### src/hw/rtl/led_bounce_scanner_ir_speed_core_assert.svh
// assertion macros shared by the scanner core modules
// expects clk_i and rst_ni in the scope where a macro is used
`ifndef LED_BOUNCE_SCANNER_IR_SPEED_CORE_ASSERT_SVH
`define LED_BOUNCE_SCANNER_IR_SPEED_CORE_ASSERT_SVH

// same-cycle implication
`define LBS_ASSERT_IMPL(name, ante, cons) \
  name: assert property (@(posedge clk_i) disable iff (!rst_ni) (ante) |-> (cons)) \
    else $error("lbs assertion failed");

// next-cycle implication
`define LBS_ASSERT_NEXT(name, ante, cons) \
  name: assert property (@(posedge clk_i) disable iff (!rst_ni) (ante) |=> (cons)) \
    else $error("lbs assertion failed");

`endif

### src/hw/rtl/lbs_pkg.sv
// types, constants and helper functions for the led bounce scanner core
// no dependencies; used by every module of the core
package lbs_pkg;

  // matrix geometry
  localparam int unsigned MAT_WIDTH  = 8;
  localparam int unsigned MAT_HEIGHT = 32;

  // infrared command codes
  localparam logic [31:0] CODE_TOGGLE = 32'd16724175;
  localparam logic [31:0] CODE_SLOWER = 32'd16718055;
  localparam logic [31:0] CODE_FASTER = 32'd16743045;
  localparam logic [31:0] CODE_REPEAT = 32'hFFFF_FFFF;

  // limits and reset values
  localparam logic [12:0] RATE_MAX   = 13'd5000;
  localparam logic [12:0] RATE_MIN   = 13'd1;
  localparam logic [12:0] RATE_RESET = 13'd2;
  localparam logic [9:0]  MS_FULL    = 10'd1000;
  localparam logic [7:0]  POS_MIN    = 8'd2;
  localparam logic [7:0]  POS_MAX    = 8'd253;
  localparam logic [7:0]  START_RESET = 8'd193;
  localparam logic [7:0]  END_RESET   = 8'd222;

  // configuration register indexes
  localparam logic [0:0] REG_START_POSITION = 1'b0;
  localparam logic [0:0] REG_END_POSITION   = 1'b1;

  // colour codes
  localparam logic [2:0] COLOR_BLACK = 3'd0;
  localparam logic [2:0] COLOR_BLUE  = 3'd1;
  localparam logic [2:0] COLOR_GREEN = 3'd2;
  localparam logic [2:0] COLOR_RED   = 3'd3;
  localparam logic [2:0] COLOR_WHITE = 3'd4;

  // input item
  typedef struct packed {
    logic        command;
    logic        is_nec;
    logic [31:0] ir_code;
  } lbs_in_t;

  // result item
  typedef struct packed {
    logic [7:0] pixel_address;
    logic [2:0] color;
    logic       last;
  } lbs_out_t;

  // controller to datapath
  typedef struct packed {
    logic take;
    logic calc;
    logic fire;
    logic load;
  } dp_cmd_t;

  // datapath to controller
  typedef struct packed {
    logic due;
    logic last;
  } dp_stat_t;

  // serpentine mapping of a linear index to a matrix address
  function automatic logic [7:0] map_address(logic [7:0] idx);
    logic [31:0] i32;
    logic [31:0] col;
    logic [31:0] row;
    logic [31:0] rev;
    logic [31:0] a;
    i32 = {24'd0, idx};
    col = i32 / MAT_HEIGHT;
    row = i32 % MAT_HEIGHT;
    rev = (MAT_WIDTH - 32'd1 - col) & 32'hFF;
    if (row[0]) begin
      a = row * MAT_WIDTH + rev;
    end else begin
      a = row * MAT_WIDTH + col;
    end
    return a[7:0];
  endfunction

  // colour of write k in the current mode
  function automatic logic [2:0] color_of(logic three, logic [2:0] k);
    logic [2:0] c;
    c = COLOR_BLACK;
    if (three) begin
      case (k)
        3'd1:    c = COLOR_BLUE;
        3'd2:    c = COLOR_GREEN;
        3'd3:    c = COLOR_RED;
        default: c = COLOR_BLACK;
      endcase
    end else begin
      c = (k == 3'd1) ? COLOR_WHITE : COLOR_BLACK;
    end
    return c;
  endfunction

endpackage

### src/hw/rtl/led_bounce_scanner_ir_speed_core.sv
// tick with no update: input stalled through the calc and test states, then the next item is taken
// tick with update: first pixel write valid after the calc, test and load states, then one write
//   a cycle while out_stall_i is low; next item taken the cycle after the last write
// infrared code: taken with no stall and no writes; the rate check uses one registered multiply
// reset: position 193, moving up, three-colour mode, rate 2, tick count 0
module led_bounce_scanner_ir_speed_core (
  input  logic             clk_i,
  input  logic             rst_ni,
  input  logic             in_valid_i,
  output logic             in_stall_o,
  input  lbs_pkg::lbs_in_t in_i,
  output logic             out_valid_o,
  input  logic             out_stall_i,
  output lbs_pkg::lbs_out_t out_o,
  input  logic             cfg_we_i,
  input  logic [0:0]       cfg_index_i,
  input  logic [7:0]       cfg_data_i
);
  import lbs_pkg::*;

  dp_cmd_t  cmd;
  dp_stat_t stat;

  // sequencing of items and writes
  lbs_ctrl u_ctrl (
    .clk_i       (clk_i),
    .rst_ni      (rst_ni),
    .in_valid_i  (in_valid_i),
    .in_tick_i   (!in_i.command),
    .in_stall_o  (in_stall_o),
    .out_valid_o (out_valid_o),
    .out_stall_i (out_stall_i),
    .cmd_o       (cmd),
    .stat_i      (stat)
  );

  // scanner state and pixel generation
  lbs_datapath u_datapath (
    .clk_i       (clk_i),
    .rst_ni      (rst_ni),
    .in_i        (in_i),
    .cfg_we_i    (cfg_we_i),
    .cfg_index_i (cfg_index_i),
    .cfg_data_i  (cfg_data_i),
    .cmd_i       (cmd),
    .stat_o      (stat),
    .out_o       (out_o)
  );

endmodule

### src/hw/rtl/lbs_ctrl.sv
// controller state machine of the scanner core
// depends on lbs_pkg and the assertion macro header
`include "led_bounce_scanner_ir_speed_core_assert.svh"

module lbs_ctrl (
  input  logic             clk_i,
  input  logic             rst_ni,
  input  logic             in_valid_i,
  input  logic             in_tick_i,
  output logic             in_stall_o,
  output logic             out_valid_o,
  input  logic             out_stall_i,
  output lbs_pkg::dp_cmd_t cmd_o,
  input  lbs_pkg::dp_stat_t stat_i
);
  import lbs_pkg::*;

  typedef enum logic [2:0] {
    ST_IDLE,
    ST_CALC,
    ST_TEST,
    ST_LOAD,
    ST_SEND
  } state_e;

  state_e state_q;
  logic   in_stall_q;
  logic   out_valid_q;
  logic   take;
  logic   out_take;

  assign take       = in_valid_i && !in_stall_q;
  assign out_take   = out_valid_q && !out_stall_i;
  assign in_stall_o  = in_stall_q;
  assign out_valid_o = out_valid_q;

  // datapath commands
  always_comb begin
    cmd_o      = '0;
    cmd_o.take = take;
    unique case (state_q)
      ST_IDLE: cmd_o.take = take;
      ST_CALC: cmd_o.calc = 1'b1;
      ST_TEST: cmd_o.fire = stat_i.due;
      ST_LOAD: cmd_o.load = 1'b1;
      ST_SEND: cmd_o.load = out_take && !stat_i.last;
      default: cmd_o      = '0;
    endcase
  end

  // state and registered handshake outputs
  always_ff @(posedge clk_i or negedge rst_ni) begin
    if (!rst_ni) begin
      state_q     <= ST_IDLE;
      in_stall_q  <= 1'b0;
      out_valid_q <= 1'b0;
    end else begin
      unique case (state_q)
        ST_IDLE: begin
          if (take && in_tick_i) begin
            in_stall_q <= 1'b1;
            state_q    <= ST_CALC;
          end
        end
        ST_CALC: state_q <= ST_TEST;
        ST_TEST: begin
          if (stat_i.due) begin
            state_q <= ST_LOAD;
          end else begin
            in_stall_q <= 1'b0;
            state_q    <= ST_IDLE;
          end
        end
        ST_LOAD: begin
          out_valid_q <= 1'b1;
          state_q     <= ST_SEND;
        end
        ST_SEND: begin
          if (out_take && stat_i.last) begin
            out_valid_q <= 1'b0;
            in_stall_q  <= 1'b0;
            state_q     <= ST_IDLE;
          end
        end
        default: state_q <= ST_IDLE;
      endcase
    end
  end

  // checks
  `LBS_ASSERT_IMPL(a_idle_no_result, !in_stall_q, !out_valid_q)
  `LBS_ASSERT_NEXT(a_load_shows_result, state_q == ST_LOAD, out_valid_q)
  `LBS_ASSERT_NEXT(a_last_frees_input, out_take && stat_i.last, !in_stall_q && !out_valid_q)

endmodule

### src/hw/rtl/lbs_datapath.sv
// datapath of the scanner core: state registers, rate check and pixel writes
// depends on lbs_pkg and the assertion macro header
`include "led_bounce_scanner_ir_speed_core_assert.svh"

module lbs_datapath (
  input  logic              clk_i,
  input  logic              rst_ni,
  input  lbs_pkg::lbs_in_t  in_i,
  input  logic              cfg_we_i,
  input  logic [0:0]        cfg_index_i,
  input  logic [7:0]        cfg_data_i,
  input  lbs_pkg::dp_cmd_t  cmd_i,
  output lbs_pkg::dp_stat_t stat_o,
  output lbs_pkg::lbs_out_t out_o
);
  import lbs_pkg::*;

  logic [7:0]  start_q;
  logic [7:0]  end_q;
  logic [7:0]  position_q, position_d;
  logic        moving_up_q;
  logic        three_color_q;
  logic [12:0] rate_q, rate_d;
  logic [9:0]  elapsed_q;
  logic [23:0] product_q;
  logic [2:0]  k_q;
  lbs_out_t    out_q;

  logic [10:0] elapsed_p1;
  logic [12:0] rate_half;
  logic [13:0] rate_dbl;
  logic [2:0]  k_end;
  logic [7:0]  idx;

  // rate update for the speed codes
  always_comb begin
    rate_half = rate_q >> 1;
    rate_dbl  = {rate_q, 1'b0};
    rate_d    = rate_q;
    if (in_i.ir_code == CODE_SLOWER) begin
      rate_d = (rate_half < RATE_MIN) ? RATE_MIN : rate_half;
    end else if (in_i.ir_code == CODE_FASTER) begin
      rate_d = (rate_dbl > {1'b0, RATE_MAX}) ? RATE_MAX : rate_dbl[12:0];
    end
  end

  // position step with saturation
  always_comb begin
    if (moving_up_q) begin
      position_d = (position_q >= POS_MAX) ? POS_MAX : position_q + 8'd1;
    end else begin
      position_d = (position_q <= POS_MIN) ? POS_MIN : position_q - 8'd1;
    end
  end

  // index of the current write
  assign elapsed_p1 = {1'b0, elapsed_q} + 11'd1;
  assign k_end      = three_color_q ? 3'd4 : 3'd2;
  assign idx        = position_q - (three_color_q ? 8'd2 : 8'd1) + {5'd0, k_q};

  assign stat_o.due  = product_q > {14'd0, MS_FULL};
  assign stat_o.last = out_q.last;
  assign out_o       = out_q;

  // configuration registers
  always_ff @(posedge clk_i or negedge rst_ni) begin
    if (!rst_ni) begin
      start_q <= START_RESET;
      end_q   <= END_RESET;
    end else if (cfg_we_i) begin
      unique case (cfg_index_i)
        REG_START_POSITION: start_q <= cfg_data_i;
        REG_END_POSITION:   end_q   <= cfg_data_i;
        default: ;
      endcase
    end
  end

  // scanner state
  always_ff @(posedge clk_i or negedge rst_ni) begin
    if (!rst_ni) begin
      position_q    <= START_RESET;
      moving_up_q   <= 1'b1;
      three_color_q <= 1'b1;
      rate_q        <= RATE_RESET;
      elapsed_q     <= '0;
      k_q           <= '0;
    end else begin
      if (cmd_i.take) begin
        if (!in_i.command) begin
          if (elapsed_q < MS_FULL) begin
            elapsed_q <= elapsed_p1[9:0];
          end
        end else if (in_i.is_nec && in_i.ir_code != CODE_REPEAT) begin
          if (in_i.ir_code == CODE_TOGGLE) begin
            three_color_q <= !three_color_q;
          end
          rate_q <= rate_d;
        end
      end
      if (cmd_i.fire) begin
        elapsed_q  <= '0;
        position_q <= position_d;
        k_q        <= '0;
        if (position_d == start_q) begin
          moving_up_q <= 1'b1;
        end else if (position_d == end_q) begin
          moving_up_q <= 1'b0;
        end
      end
      if (cmd_i.load) begin
        k_q <= k_q + 3'd1;
      end
    end
  end

  // interval check product and output register
  always_ff @(posedge clk_i) begin
    if (cmd_i.calc) begin
      product_q <= 24'(elapsed_p1) * 24'(rate_q);
    end
    if (cmd_i.load) begin
      out_q.pixel_address <= map_address(idx);
      out_q.color         <= color_of(three_color_q, k_q);
      out_q.last          <= (k_q == k_end);
    end
  end

  // checks
  `LBS_ASSERT_IMPL(a_rate_range, 1'b1, rate_q >= RATE_MIN && rate_q <= RATE_MAX)
  `LBS_ASSERT_IMPL(a_elapsed_sat, 1'b1, elapsed_q <= MS_FULL)
  `LBS_ASSERT_NEXT(a_fire_in_range, cmd_i.fire, position_q >= POS_MIN && position_q <= POS_MAX)

endmodule
### config.mk
export PLATFORM = sky130hd
export DESIGN_NAME = led_bounce_scanner_ir_speed_core
export DESIGN_NICKNAME = d
export VERILOG_FILES = /design/src/hw/rtl/lbs_pkg.sv /design/src/hw/rtl/led_bounce_scanner_ir_speed_core.sv /design/src/hw/rtl/lbs_ctrl.sv /design/src/hw/rtl/lbs_datapath.sv
export VERILOG_INCLUDE_DIRS = /design/src /design/src/hw/rtl
export SDC_FILE = /design/constraint.sdc
export NUM_CORES = 1
export LEC_CHECK = 0
export BUFFER_PORTS_ARGS = -buffer_cell sky130_fd_sc_hd__buf_2
export CAP_MARGIN = 20
export CORE_ASPECT_RATIO = 0.7
export CORE_MARGIN = 2
export CORE_UTILIZATION = 50
export DETAILED_ROUTE_END_ITERATION = 8
export HOLD_SLACK_MARGIN = 0.05
export PLACE_DENSITY = 0.68
export SLEW_MARGIN = 10
export SYNTH_ARGS = -nofsm -noshare
export SYNTH_HDL_FRONTEND = slang
export SYNTH_HIERARCHICAL = 1
export SYNTH_SLANG_ARGS = --single-unit
### constraint.sdc
create_clock -name clk_i -period 8.6 [get_ports clk_i]
set_input_delay 1.72 -clock clk_i [delete_from_list [all_inputs] [get_ports clk_i]]
set_output_delay 1.72 -clock clk_i [all_outputs]
set_load 0.01 [all_outputs]
After elaboration in Yosys (flattened, before gate mapping) --
Index checks and enable logic that the tools add are counted.
Word-level totals: bits in registers 93, output and inout port bits 14, word-level logic and storage cells 113
Cells by class: add/sub/neg operators 9, $mul 1, magnitude comparators 6, equal/unequal tests 18, multiplexer cells 34, bitwise operators 1, reduce and logical (&&, ||, !) cells 29
Operators by type and width (number):
- 32-bit by 24-bit == test with 1-bit output, second input constant | 3
- 10-bit 2-to-1 mux | 4
- 13-bit 2-to-1 mux | 3
- 8-bit 2-to-1 mux | 4
- 32-bit inequality test, second input constant | 1
- 24-bit by 10-bit greater-than comparator with 1-bit output, second input constant | 1
- 11-bit by 13-bit multiplier with 24-bit output | 1
- 3-bit 2-to-1 mux | 7
- 8-bit by 3-bit adder with 8-bit output | 2
- 8-bit == test | 2
- 3-bit case mux with 5 select lines | 1
- 14-bit by 13-bit greater-than comparator with 1-bit output, second input constant | 1
- 3-bit by 2-bit == test with 1-bit output, second input constant | 4
- 12-bit by 1-bit < comparator with 1-bit output, second input constant | 1
- 12-bit 2-to-1 mux | 1
- 4-bit AND reduction | 3
- 2-bit nonzero test | 6
- 10-bit by 1-bit adder with 11-bit output, second input constant | 1
- 10-bit < comparator, second input constant | 1
- 2-bit AND reduction | 5
- 8-bit by 1-bit adder with 8-bit output, second input constant | 1
- 8-bit adder | 1
- 8-bit greater-or-equal comparator, second input constant | 1
- 8-bit by 2-bit less-or-equal comparator with 1-bit output, second input constant | 1
- other kinds (21) | 42

Longest topological paths before layout --
word-level depth 6, mapped depth 25

Cells and area by module --
Netlist, hierarchy kept.
By module, submodules not included:
- lbs_datapath | instances 1, cells each 1018, area an instance 9619.2 um^2, sequential area each 2401.1 um^2
- lbs_ctrl | instances 1, cells each 34, area an instance 335.3 um^2, sequential area each 125.1 um^2
- led_bounce_scanner_ir_speed_core | instances 1, cells each 1, area an instance 3.8 um^2, sequential area each 0.0 um^2

Worst setup path after synthesis --
No wires, ideal clock.
kind reg-to-reg, start register u_datapath.elapsed_q[0], end register u_datapath.product_q[23] (data pin), setup time 260 ps, data arrival time 6263 ps, data required time 8340 ps, setup slack 2077 ps, cell stages (with the launch flop) 26, path buffers 1, clock period less this slack 6523 ps, path through dfrtp_1 > ha_1 > and3_1 > and3_1 > and3_1 > and3_1 > clkbuf_1 > and2_1 > fa_1 > inv_1 > fa_1 > inv_1 > fa_1 > fa_1 > inv_1 > fa_1 > inv_1 > ha_1 > and3_1 > a221oi_1 > nor2b_1 > o311ai_1 > a31o_2 > nand2_1 > a21oi_1 > xnor2_1
Between the ends: word-level cells in the longest chain between the ends 2
RTL lines:
- start, declared | line lbs_datapath.sv:24 | logic [9:0] elapsed_q;
- start signal, assigned | line lbs_datapath.sv:92 | elapsed_q <= elapsed_p1[9:0];
- 10-bit by 1-bit adder with 11-bit output | line lbs_datapath.sv:57 | assign elapsed_p1 = {1'b0, elapsed_q} + 11'd1;
- 11-bit by 13-bit multiplier with 24-bit output | line lbs_datapath.sv:120 | product_q <= 24'(elapsed_p1) * 24'(rate_q);
- end signal, assigned | line lbs_datapath.sv:120
- end, declared | line lbs_datapath.sv:25 | logic [23:0] product_q;
No other way between the ends. A chain may end at the register's enable or synchronous reset.

Worst setup path in the final report --
Same ends and word-level chain as after synthesis.

==> results.py <==
metrics = {
    "sta": {
        "fmax_mhz": 134,
        "setup-violations-final": 0,
        "maxSlewViolCount": 0,
        "finalCriticalPeriod_ns": 7.47,
        "worst_pin_slew_ns": 0.921,
        "final.setup_skew_ns": 0.0124,
        "fin_crit_sh_pct": 86.9,
        "max-slew-margin-rel_pct": 38.4,
        "fin_tns_setup_ns": 0,
        "rsz0062_at_grt": "false",
        "hold_viol": 0,
    },
    "die": {
        "floorplan.initialDensity_pct": 50.6,
        "core_area_sq_um": 19700,
        "die_h_microns": 122,
        "die_w_microns": 173,
        "ios": 62,
        "dieArea_sq_um": 21100,
        "std_cell_rows": 43,
    },
    "synthesis": {
        "syn_area_per_cell_sq_um": 9.46,
        "syn_area_sq_um": 9960,
        "ys_types": 76,
        "yosys-top-cells-area": "fa_1, ha_1, edfxtp_1",
        "synth_area_leader_cell": "fa_1",
        "synth_top_area_share_pct": 20.1,
        "synth_edf_count": 36,
        "ys_warn_count": 6,
        "yosys_most_used_dff": "dfrtp_1",
        "synth_nets": 1289,
        "synth_seq_area_share_pct": 25.4,
        "ys_ff_latch": 93,
        "synth_cells": 1053,
        "async_flop_share_pct": 61.3,
    },
    "worst_setup_path": {
        "cp_common_cell": "fa_1",
        "critPathArrivalTime_ns": 7.57,
        "timing.rr.end": "u_datapath/product_q[23]",
        "worst_setup_path_start_kind": "flop",
        "crit_path_cell_trace": "ha_1, and3_1, and3_1, and3_1, xor2_1, nand2_1, fa_1, fa_1, inv_1, fa_1, fa_1, inv_1, fa_1, inv_1, ha_1, a21o_1, a221oi_1, nor2b_1, o311ai_1, a31o_2, nand2_1, a21oi_1, xnor2_1",
        "reg2reg_depth": 23,
        "crit_path_end_kind": "flop",
        "rr_startpoint": "u_datapath/elapsed_q[0]",
        "slowest_stage": "xor2_1",
        "cp_max_fo": 16,
        "cp_data_required_time_ns": 8.70,
        "worstSetupPathType": "reg -> reg",
        "slowest_delay_ns": 0.74,
        "reg2reg_slack_ns": 1.13,
    },
    "routing": {
        "finalWirelength_microns": 21400,
        "routedWlPerCell_microns": 15.6,
        "drc_errors": 0,
        "vias": 7407,
        "antenna_left": 0,
        "dr.pass1.iters": 5,
        "initialDrtViolationCount": 649,
        "via_per_inst": 5.40,
    },
    "layout": {
        "final_common_cell": "inv_1",
        "nets": 1333,
        "synthToLayoutAreaGrowth_pct": 8.63,
        "diodes": 0,
        "fin_cells": 1372,
        "final_cell_mix": "inv_1, nand2_1, fa_1, ha_1",
        "drive_above_1_share_pct": 13.0,
        "fill_cells": 1785,
    },
    "grt": {
        "top_usage_layer": "met1",
        "grt-ovfl-total": 0,
        "grt_use_met1_pct": 33.8,
        "first_global_vias": 7121,
        "grt_use_met3_pct": 3.84,
        "grt_max_degree": 58,
        "antenna_found_initial": 0,
        "grt_pass1_wl_microns": 36000,
        "grtUsageMet2_pct": 29.6,
        "grt_use_total_pct": 21.3,
    },
    "clocking": {
        "post_cts_buffers": 0,
        "cts-buffers-inserted": 9,
        "ctsHtreeMaxLevel": 3,
        "clock-sinks": 93,
        "hold_buffers": 0,
        "clk_path_buf_depth": 2,
        "root_buffer": "clkbuf_16",
        "path_clk_slew_ns": 0.08,
        "cts_tree": "done",
        "clk_latency_ns": 0.36,
        "cts_resized": 0,
    },
    "min_path": {
        "hold_path.class": "reg -> reg",
        "hold_depth": 1,
        "min_from": "u_datapath/start_q[1]",
        "min_to": "u_datapath/start_q[1]",
    },
    "power": {
        "p_switching_mw": 0.683,
        "comb_power_share_pct": 37.9,
        "p_int_mw": 1.13,
        "p_leak_nw": 5.24,
        "worst_ir_drop_vdd_mv": 0.158,
        "clock_power_share_pct": 23.7,
        "seqPwrFrac_pct": 38.4,
        "power_density_nw_per_um2": 167,
        "power.total_mw": 1.81,
        "swShare_pct": 37.8,
    },
    "job": {
        "max-cap-violations": 0,
    },
    "placement": {
        "placed_cells": 1355,
        "io_buffers": 61,
        "place.gp.congestion": 0.868,
        "hpwl_microns": 16700,
    },
    "outcome": {
        "run_status": "finished, final reports clean",
    },
}
routing by layer:
metal  wire (microns)  part of all wire, %
met5                0                    0
met4              238                  1.1
met3             1460                  6.8
met2             8840                   41
met1            10900                   51
final cells by class:
type                    count  area (sq um)  share of cell area (%)
flip-flops and latches     93          2530                    23.4
clock buffers               9           225                    2.08
multi-input cells         768          6670                    61.7
well taps                 270           338                    3.12
inverters                 152           571                    5.27
clock inverters             7          88.8                   0.821
repair buffers             73           395                    3.65
state kept, by name, indices dropped and copies added (netlist names), 3 cells and up:
signal / count
u_datapath/k_q: 3
u_datapath/end_q: 8
u_ctrl/state_q: 3
u_datapath/out_o: 12
u_datapath/rate_q: 13
u_datapath/position_q: 8
u_datapath/start_q: 8
u_datapath/product_q: 24
u_datapath/elapsed_q: 10
through the flow:
stage / utilization [%] / setup slack (ns) / instance area (sq um) / hold slack [ns]
finish: 54.9 / 1.13 / 10800 / 0.535
global route: 54.9 / 0.620 / 10800 / 0.551
CTS: 54.9 / 1.19 / 10800 / 0.539
detailed placement: 53.3 / 1.23 / 10500 / 0.520
global placement: 53.3 / 1.50 / 10500 / 0.515
floorplan: - / 2.08 / 9960 / 0.501
critical path: cells and delay by family, from the launching register on:
family,cells,cell delay (ns)
AOI/OAI and AO/OA,5,1.27
xor gates and xnor gates,2,0.83
adders and majority gates,7,3.26
buffers and inverters,3,0.14
DFF,1,0.66
and+or+nand+nor,6,1.04
Yosys cell counts (23+ instances only):
cell type    n
ha_1        88
clkbuf_1    30
xor2_1      25
nor2_1      68
inv_1      151
dfrtp_1     42
o21ai_0     28
a21oi_1     23
edfxtp_1    36
xnor2_1     28
fa_1       100
nand2_1    108
and2_1      68
power by group through the flow:
| stage | Clock (mW) | Combinational, mW | Sequential, mW |
|---|---|---|---|
| floorplan | 0 | 0.538 | 0.663 |
| global placement | 0 | 0.672 | 0.697 |
| detailed placement | 0 | 0.680 | 0.700 |
| CTS | 0.447 | 0.684 | 0.692 |
| global route | 0.461 | 0.766 | 0.708 |
| finish | 0.429 | 0.686 | 0.694 |
cells by family (layout without fill, tap and decap cells):
group           Yosys count  after routing  share of synthesized area [%]
compound gates          123            123                           8.43
xor+xnor                 53             53                           4.66
fa+ha+maj               188            188                           31.2
buf+inv                 192            241                           7.69
flops                    93             93                           25.4
mux                      27             27                           2.97
simple gates            377            377                           19.7
how the worst max path moves through the flow:
stage                                 start                  endpoint  slack [ns]  cells after the start
CTS                 u_datapath/elapsed_q[0]  u_datapath/product_q[23]        1.19                     23
detailed placement  u_datapath/elapsed_q[0]  u_datapath/product_q[23]        1.23                     23
floorplan           u_datapath/elapsed_q[0]  u_datapath/product_q[23]        2.08                     25
global placement    u_datapath/elapsed_q[0]  u_datapath/product_q[23]        1.50                     23
finish              u_datapath/elapsed_q[0]  u_datapath/product_q[23]        1.13                     23
global route        u_datapath/elapsed_q[0]  u_datapath/product_q[23]        0.62                     22
Power figures use the tool's default switching activity.
